==> config.mk <==
export PLATFORM = sky130hd
export DESIGN_NAME = stall_segment_caller
export DESIGN_NICKNAME = d
export VERILOG_FILES = /design/src/rtl/ssc_pkg.sv /design/src/rtl/stall_segment_caller.sv /design/src/rtl/ssc_decide.sv
export SDC_FILE = /design/constraint.sdc
export NUM_CORES = 1
export LEC_CHECK = 0
export ABC_AREA = 1
export BUFFER_PORTS_ARGS = -buffer_cell sky130_fd_sc_hd__clkbuf_2
export CAP_MARGIN = 10
export CORE_MARGIN = 3
export CORE_UTILIZATION = 57
export CTS_CLUSTER_DIAMETER = 40
export CTS_CLUSTER_SIZE = 16
export DETAILED_ROUTE_END_ITERATION = 8
export PLACE_DENSITY_LB_ADDON = 0.25
export SETUP_SLACK_MARGIN = 0.4
export SLEW_MARGIN = 0
export SYNTH_ARGS = -nofsm -noshare
export SYNTH_HDL_FRONTEND = slang
export SYNTH_SLANG_ARGS = --single-unit
export TNS_END_PERCENT = 30
==> constraint.sdc <==
create_clock -name clk -period 6.38 [get_ports clk]
set_input_delay 0.957 -clock clk [delete_from_list [all_inputs] [get_ports clk]]
set_output_delay 0.957 -clock clk [all_outputs]
set_load 0.03 [all_outputs]
==> src/rtl/ssc_pkg.sv <==
package ssc_pkg;

    localparam int POS_W           = 31;
    localparam int PROB_W          = 16;
    localparam int PROB_BITS_DEF   = 16;
    localparam int TH_W            = 16;
    localparam logic [TH_W-1:0] TH_RESET = 16'd32768;

    localparam int S_TDATA_W = 96;
    localparam int M_TDATA_W = 64;
    localparam int PADDR_W   = 3;

    localparam logic REG_PROB_THRESHOLD = 1'b0;

    typedef struct packed {
        logic [POS_W-1:0]  position;
        logic [PROB_W-1:0] prob_left;
        logic [PROB_W-1:0] prob_none;
        logic [PROB_W-1:0] prob_right;
        logic [PROB_W-1:0] prob_stall;
        logic              first_of_read;
        logic              last_of_read;
    } item_t;

    typedef struct packed {
        logic              in_stall;
        logic [POS_W-1:0]  open_start;
        logic [POS_W-1:0]  pending_end;
        logic              pending_end_valid;
    } seg_state_t;

    typedef struct packed {
        logic              emit;
        logic [POS_W-1:0]  stall_start;
        logic [POS_W-1:0]  stall_end;
        logic              at_read_end;
    } seg_result_t;

endpackage

==> src/rtl/stall_segment_caller.sv <==
// Pipeline: input register, then result register.
// Throughput: one request per cycle unless the master side stalls; a request yields zero or one result.
// Backpressure on the master side stalls the input register only when the result register is full.
// Reset (rst_n low, asynchronous): threshold 32768, no open stall, previous stall probability 0,
// both pipeline registers empty.
module stall_segment_caller
    import ssc_pkg::*;
#(
    parameter int PROB_BITS = PROB_BITS_DEF
)
(
    input  logic                 clk,
    input  logic                 rst_n,

    input  logic                 s_axis_tvalid,
    output logic                 s_axis_tready,
    // position[30:0], prob_left[46:31], prob_none[62:47], prob_right[78:63],
    // prob_stall[94:79], zero[95]
    input  logic [S_TDATA_W-1:0] s_axis_tdata,
    // first_of_read[0]
    input  logic                 s_axis_tuser,
    input  logic                 s_axis_tlast,

    output logic                 m_axis_tvalid,
    input  logic                 m_axis_tready,
    // stall_start[30:0], stall_end[61:31], zero[63:62]
    output logic [M_TDATA_W-1:0] m_axis_tdata,
    // at_read_end[0]
    output logic                 m_axis_tuser,

    input  logic                 psel,
    input  logic                 penable,
    input  logic                 pwrite,
    input  logic [PADDR_W-1:0]   paddr,
    input  logic [31:0]          pwdata,
    output logic [31:0]          prdata,
    output logic                 pready
);

    localparam int PW = (PROB_BITS < PROB_W) ? PROB_BITS : PROB_W;

    logic [TH_W-1:0] prob_threshold_reg;

    logic            in_valid_reg;
    item_t           in_item_reg;

    seg_state_t      state_reg;
    seg_state_t      state_next;
    logic [PW-1:0]   prev_stall_prob_reg;
    logic [PW-1:0]   prev_stall_prob_next;
    seg_result_t     result;

    logic            out_valid_reg;
    logic [POS_W-1:0] out_start_reg;
    logic [POS_W-1:0] out_end_reg;
    logic            out_flush_reg;

    logic            advance;

    assign pready = 1'b1;
    assign prdata = (paddr[2] == REG_PROB_THRESHOLD) ? 32'(prob_threshold_reg) : 32'd0;

    always_ff @(posedge clk or negedge rst_n)
    begin
        if (!rst_n)
            prob_threshold_reg <= TH_RESET;
        else if (psel && penable && pwrite && pready && paddr[2] == REG_PROB_THRESHOLD)
            prob_threshold_reg <= pwdata[TH_W-1:0];
    end

    assign advance       = !out_valid_reg || m_axis_tready;
    assign s_axis_tready = !in_valid_reg || advance;

    always_ff @(posedge clk or negedge rst_n)
    begin
        if (!rst_n)
            in_valid_reg <= 1'b0;
        else if (s_axis_tready)
            in_valid_reg <= s_axis_tvalid;
    end

    always_ff @(posedge clk)
    begin
        if (s_axis_tready && s_axis_tvalid)
        begin
            in_item_reg.position      <= s_axis_tdata[30:0];
            in_item_reg.prob_left     <= s_axis_tdata[46:31];
            in_item_reg.prob_none     <= s_axis_tdata[62:47];
            in_item_reg.prob_right    <= s_axis_tdata[78:63];
            in_item_reg.prob_stall    <= s_axis_tdata[94:79];
            in_item_reg.first_of_read <= s_axis_tuser;
            in_item_reg.last_of_read  <= s_axis_tlast;
        end
    end

    ssc_decide #(
        .PROB_BITS (PROB_BITS)
    ) u_decide (
        .item                 (in_item_reg),
        .state                (state_reg),
        .prev_stall_prob      (prev_stall_prob_reg),
        .prob_threshold       (prob_threshold_reg),
        .state_next           (state_next),
        .prev_stall_prob_next (prev_stall_prob_next),
        .result               (result)
    );

    always_ff @(posedge clk or negedge rst_n)
    begin
        if (!rst_n)
        begin
            state_reg           <= '0;
            prev_stall_prob_reg <= '0;
        end
        else if (in_valid_reg && advance)
        begin
            state_reg           <= state_next;
            prev_stall_prob_reg <= prev_stall_prob_next;
        end
    end

    always_ff @(posedge clk or negedge rst_n)
    begin
        if (!rst_n)
            out_valid_reg <= 1'b0;
        else if (advance)
            out_valid_reg <= in_valid_reg && result.emit;
    end

    always_ff @(posedge clk)
    begin
        if (advance && in_valid_reg && result.emit)
        begin
            out_start_reg <= result.stall_start;
            out_end_reg   <= result.stall_end;
            out_flush_reg <= result.at_read_end;
        end
    end

    assign m_axis_tvalid = out_valid_reg;
    assign m_axis_tdata  = {2'b00, out_end_reg, out_start_reg};
    assign m_axis_tuser  = out_flush_reg;

endmodule

==> src/rtl/ssc_decide.sv <==
module ssc_decide
    import ssc_pkg::*;
#(
    parameter int PROB_BITS = PROB_BITS_DEF,
    localparam int PW = (PROB_BITS < PROB_W) ? PROB_BITS : PROB_W
)
(
    input  item_t             item,
    input  seg_state_t        state,
    input  logic [PW-1:0]     prev_stall_prob,
    input  logic [TH_W-1:0]   prob_threshold,
    output seg_state_t        state_next,
    output logic [PW-1:0]     prev_stall_prob_next,
    output seg_result_t       result
);

    logic [PW-1:0]   pl_m;
    logic [PW-1:0]   pn_m;
    logic [PW-1:0]   pr_m;
    logic [PW-1:0]   ps_m;
    logic [TH_W-1:0] pl;
    logic [TH_W-1:0] pn;
    logic [TH_W-1:0] pr;
    logic [TH_W-1:0] ps;
    logic [TH_W-1:0] prev;
    seg_state_t      mid;

    assign pl_m = PW'(item.prob_left);
    assign pn_m = PW'(item.prob_none);
    assign pr_m = PW'(item.prob_right);
    assign ps_m = PW'(item.prob_stall);
    assign pl   = TH_W'(pl_m);
    assign pn   = TH_W'(pn_m);
    assign pr   = TH_W'(pr_m);
    assign ps   = TH_W'(ps_m);
    assign prev = TH_W'(prev_stall_prob);

    assign prev_stall_prob_next = ps_m;

    always_comb
    begin
        mid    = state;
        result = '0;
        if (item.first_of_read)
        begin
            mid = '0;
        end
        else if (ps > prob_threshold && !state.in_stall)
        begin
            mid.open_start = item.position;
            mid.in_stall   = 1'b1;
        end
        else if (state.in_stall && ps < prob_threshold && prev > prob_threshold)
        begin
            mid.pending_end       = item.position;
            mid.pending_end_valid = 1'b1;
        end
        else if (state.in_stall && (pl > prob_threshold || pn > prob_threshold
                                    || pr > prob_threshold))
        begin
            result.emit        = 1'b1;
            result.stall_start = state.open_start;
            result.stall_end   = state.pending_end_valid ? state.pending_end : item.position;
            result.at_read_end = 1'b0;
            mid                = '0;
        end

        state_next = mid;
        // end-of-read flush of a stall still open
        if (item.last_of_read && mid.in_stall)
        begin
            result.emit        = 1'b1;
            result.stall_start = mid.open_start;
            result.stall_end   = mid.pending_end_valid ? mid.pending_end : item.position;
            result.at_read_end = 1'b1;
            state_next         = '0;
        end
    end

endmodule

==> impl_metrics.ini, run 1 <==
[run_status]
status = finished clean

[critical_path]
startpoint = prob_threshold_reg[15]
cp_data_required_time_ns = 6.73
regToRegEndpoint = out_start_reg[13]
cp_top_family = simple AND/OR/NAND/NOR gates
worstSetupStartpointType = flip-flop
cp_max_fo = 36
cp-end-kind = flip-flop
cp_slowest_cell = nand2_2
critPathArrivalTime_ns = 4.81
crit_top_cell = nor2_1
path_class = flip-flop to flip-flop
cp_slowest_stage_delay_ns = 0.70
path_buf_inv = 1
critical_path.cell_chain = inv_1 -> ha_1 -> nand2_1 -> nor2_1 -> nand2_1 -> nor2_1 -> nor2_1 -> nand3_2 -> nor2_4 -> nor2_1 -> nand2_2 -> nand2_2 -> nor2_1 -> nand2_1 -> o21ai_1
ff2ff_path_depth = 15
r2r_start = prob_threshold_reg[15]
r2r_slack_ns = 1.92

[placement]
port_buffers = 201
place_ws_ns = 2.01
dp_hpwl_mm = 20.8
gp_congestion = 0.800

[synthesis]
synth_area_mm2 = 0.0135
synth_seq_area_share_pct = 53.6
synth.distinct_cells = 35
syn_inst = 1505
ys_ff_latch = 258
yosys.area.top_type = edfxtp_1
syn_avg_cell_area_um2 = 8.99
synth.area.top_cells = edfxtp_1 36%, dfrtp_1 18%, nand2_1 10%
yosys_warnings = 0
synth_top_area_share_pct = 35.5

[power_and_ir_drop]
sw_frac_of_total_pct = 30.5
seq_power_share_pct = 40.1
p_clk_share_pct = 38.9
switching_power_mw = 1.55
ir_drop_mv = 0.237
power_frac_comb_pct = 21.0
power_density_mw_per_mm2 = 322
p_int_mw = 3.53
leakagePower_nw = 7.59

[final_layout]
final_cell_mix = 378 x nand2_1, 200 x clkbuf_2, 160 x edfxtp_1
nets = 1901
n_antenna_cell = 0
area_delta_synth_final_pct = 16.7
postLayoutCoreUtil_pct = 68.7
largest_reg_flops = 97
drive_above_1_share_pct = 18.0
n_fill_cell = 1808
final_common_cell = nand2_1

[detailed_routing]
wire_per_inst_um = 16.1
ant_nets = 0
vias = 10900
wirelength_mm = 32.5
viasPerCell = 5.41
drt_iter0_drc = 781
dr.pass1.iters = 5
drc = 0

[clock_tree]
cts_buffer_depth = 3
cts_max_level = 2
cts_tree = built
post-cts-setup-buffers = 0
ctsResizeCount = 0
path_clk_slew_ns = 0.06
clk_latency_ns = 0.52
numCtsBuffers = 37
cts_root_buf = clkbuf_16
cts_sinks = 258
ctsHoldBuffers = 0

[timing]
setup_viol = 0
min_period_ns = 4.46
slew_headroom_pct = 18.9
fmaxAchievable_mhz = 224
post-route-period-util_pct = 69.9
timing.setup.tns_ns = 0
hold_violations = 0
rsz0062_at_grt = false
worst_slack_ns = 1.92
slew_viol_final = 0
worst_pin_slew_ns = 1.22
finalClockSkew_ns = 0.0200

[floorplan]
die_x_um = 160
dieArea_mm2 = 0.0256
die_y_um = 160
ios = 240
start_util_pct = 58.9
rows = 55
core_mm2 = 0.0230

[flow_run]
drv_cap = 0

[grt]
grt_usage_pct = 25.2
grt_max_degree = 83
overflow = 0
antenna_found_initial = 1
grt_pass1_vias = 10700
grt_first_pass_wirelength_mm = 52.7

[worst_hold_path]
hold_path_class = input pin to asynchronous set/reset pin
-- cell usage after synthesis --
cell type    n
nand2_1    378
edfxtp_1   160
inv_1      146
nor2_1     139
nand3_1    133
dfrtp_1     97
ha_1        80
o21ai_0     79
o21ai_1     70
a21oi_1     48
clkbuf_1    35
buf_4       28
buf_2       16
o211ai_1    13
nand4_1     11
o21bai_1    10
o21bai_2     9
buf_6        8
buf_1        7
inv_2        7
nand2_2      6
a21o_1       4
a21oi_2      3
nand3_2      3
nor2_4       3
conb_1       2
o21a_1       2
a31oi_1      1
clkinv_1     1
dfstp_2      1
nor2_2       1
nor3_1       1
o21ai_2      1
o22ai_1      1
or2_1        1
-- routing by layer --
layer	vias to the layer above	wire (µm)	part of all wire (%)	GRT usage [%]
met5	-	13	0.040	0
met4	2	812	2.5	8.21
met3	52	2600	8.0	6.46
met2	462	15900	49	42.8
met1	5087	13300	41	31.7
li1	5333	-	-	-
-- cell families after synthesis --
| logic type | Yosys count | share of synthesized area (%) |
|---|---|---|
| buffers and inverters | 248 | 8.25 |
| other | 2 | 0.0555 |
| flip-flops | 258 | 53.6 |
| AO/OA/AOI/OAI | 241 | 10.0 |
| AND/OR/NAND/NOR | 676 | 20.7 |
| adder cells (fa/ha/maj) | 80 | 7.40 |
-- through the flow --
step / hold WS (ns) / power, mW / instance area, µm² / std cells
2_1_floorplan: 0.448 / 2.85 / 13600 / 1522
3_3_place_gp: 0.461 / 3.07 / 14600 / 1955
6_report: 0.449 / 5.08 / 15800 / 2023
5_1_grt: 0.483 / 5.37 / 15800 / 2023
4_1_cts: 0.469 / 5.12 / 15800 / 2023
3_5_place_dp: 0.464 / 3.13 / 14600 / 1955
-- worst max-delay path by stage --
stage / depth (start not counted) / to
after floorplan: 14 / m_axis_tuser
after global placement: 15 / out_start_reg[0]
after detailed placement: 15 / out_start_reg[13]
after CTS: 15 / out_start_reg[13]
after global routing: 15 / out_start_reg[21]
final: 15 / out_start_reg[13]
-- area by class of cell --
class                   count  area (µm²)  area share (%)
clock inverters            11         109           0.689
well taps                 313         392            2.48
multi-input cells        1016        5240            33.2
clock buffers              57        1100            6.99
repair buffers            214        1110            7.00
flip-flops and latches    258        7260            46.0
inverters                 154         583            3.69
-- power by group through the flow --
stage	registers, mW	clock network (mW)	logic, mW
detailed placement	2.07	0	1.06
CTS	2.04	2.01	1.07
finish	2.04	1.98	1.07
global placement	2.06	0	1.01
floorplan	2.09	0	0.760
global route	2.05	2.10	1.22
No activity file was read; power rests on OpenSTA's default activity.
==> inputs of run 2 (changes only) <==
==> constraint.sdc (replaced) <==
create_clock -name clk -period 4.5 [get_ports clk]
set_input_delay 0.675 -clock clk [delete_from_list [all_inputs] [get_ports clk]]
set_output_delay 0.675 -clock clk [all_outputs]
set_load 0.03 [all_outputs]
==> impl_metrics.ini, run 2 (synthesis results as in run 1) <==
[timing]
rsz0062_at_grt = false
post-route-period-util_pct = 82.1
fmaxAchievable_mhz = 271
hold_violations = 0
min_period_ns = 3.70
worst_pin_slew_ns = 1.16
timing.setup.tns_ns = 0
finalClockSkew_ns = 0.0179
worst_slack_ns = 0.804
hold_slack_ns = 0.0964
slew_headroom_pct = 22.7
setup_viol = 0
slew_viol_final = 0

[detailed_routing]
ant_nets = 0
drt_iter0_drc = 870
wirelength_mm = 33.2
viasPerCell = 5.46
vias = 11100
wire_per_inst_um = 16.4
drc = 0
dr.pass1.iters = 5

[final_layout]
nets = 1905
drive_above_1_share_pct = 18.8
final_common_cell = nand2_1
design_area_mm2 = 0.0160
fin_cells = 2028
area_delta_synth_final_pct = 18.1
n_antenna_cell = 0
final_cell_mix = 378 x nand2_1, 200 x clkbuf_2, 160 x edfxtp_1
largest_reg_flops = 97
n_fill_cell = 1791

[power_and_ir_drop]
ir_drop_mv = 0.320
power_density_mw_per_mm2 = 471
leakagePower_nw = 7.66

[clock_tree]
numCtsBuffers = 38
post-cts-setup-buffers = 0
ctsHoldBuffers = 0
cts_buffer_depth = 3
path_clk_slew_ns = 0.06
cts_tree = built
cts_sinks = 258
clk_latency_ns = 0.52
cts_root_buf = clkbuf_16
cts_max_level = 2

[floorplan]
die_x_um = 160
core_mm2 = 0.0230
die_y_um = 160
start_util_pct = 58.9
rows = 55
ios = 240
dieArea_mm2 = 0.0256

[placement]
port_buffers = 201
dp_hpwl_mm = 21.1
gp_congestion = 0.793
place_ws_ns = 0.764
placed_area_mm2 = 0.0146
placed_cells = 1958

[critical_path]
worstSetupStartpointType = flip-flop
ff2ff_path_depth = 14
critPathArrivalTime_ns = 4.02
r2r_start = prob_threshold_reg[15]
cp_slowest_stage_delay_ns = 0.63
critical_path.cell_chain = inv_1 -> ha_1 -> nand2_1 -> nor2_1 -> nand4_1 -> nor2_1 -> inv_1 -> nand2_1 -> nand3_1 -> nand2_2 -> nand2_2 -> nand2_1 -> nand2_1 -> o21bai_1
cp_max_fo = 31
startpoint = prob_threshold_reg[15]
cp_data_required_time_ns = 4.83
cp-end-kind = flip-flop
path_class = flip-flop to flip-flop
cp_slowest_cell = nand2_2
crit_top_cell = nand2_1

[grt]
grt_pass1_vias = 11000
overflow = 0
grt_usage_pct = 25.8
antenna_found_initial = 1
grt_max_degree = 83
grt_first_pass_wirelength_mm = 54.0

[flow_run]
drv_cap = 0

[run_status]
status = finished clean

[worst_hold_path]
hold_path_class = input pin to asynchronous set/reset pin
==> run 2: changes by cell type in the layout (fill, tap and decap cells not counted), moves of 2 or more <==
cell        delta
inv_8          +2
bufinv_16      +3
inv_6          +6
clkbuf_1      -11
clkinvlp_4     +6
clkbuf_16      +2
buf_4          +2
clkinv_2       -2
clkbuf_8       -5
==> run 2: worst paths after layout <==
kind                                      endpoint  slack, ns
max                                 out_end_reg[5]       0.80
min                                  state_reg[59]        0.1
max reg2reg                         out_end_reg[5]       0.80
min reg2reg                prev_stall_prob_reg[14]       0.48
max in group asynchronous            state_reg[12]       3.44
min in group clk                   in_item_reg[64]       0.33
==> run 2: stage by stage <==
| step | utilization [%] | power (mW) |
|---|---|---|
| 2_1_floorplan | - | 4.04 |
| 3_3_place_gp | 63.6 | 4.36 |
| 3_5_place_dp | 63.6 | 4.44 |
| 4_1_cts | 69.5 | 7.57 |
| 5_1_grt | 69.5 | 7.92 |
| 6_report | 69.5 | 7.53 |
==> run 2: worst max-delay path, delay by kind of cell (launching register included) <==
family	cells	cell delay, ns
buffers and inverters	2	0.17
AO/OA/AOI/OAI	1	0.20
flip-flops	1	0.52
adder cells (fa/ha/maj)	1	0.36
AND/OR/NAND/NOR	10	2.24
==> run 2: power breakdown <==
part / switching, mW / total (mW) / internal, mW
logic: 1.07 / 1.54 / 0.470
clock network: 1.16 / 3.11 / 1.94
registers: 0.103 / 2.89 / 2.78
==> run 2: layout make-up <==
| type | count | area [µm²] | area share, % |
|---|---|---|---|
| tap | 313 | 392 | 2.45 |
| inverter | 154 | 583 | 3.65 |
| multi-input combinational | 1016 | 5250 | 32.8 |
| clock buffer | 43 | 1040 | 6.53 |
| timing repair buffer | 217 | 1140 | 7.14 |
| clock inverter | 27 | 313 | 1.96 |
| sequential | 258 | 7260 | 45.4 |
==> run 2: layer usage <==
metal	track usage, %	share of wire (%)	vias to the layer above
li1	-	-	5343
met5	0	0.039	-
met1	31.9	39	5170
met4	9.66	2.4	2
met2	45.1	50	493
met3	4.85	8.5	66
==> run 2: what timing repair did <==
action | CTS | global route
hold endpoints to repair | 0 | 0
resized for setup | 0 | 1
setup endpoints to repair | 0 | 2
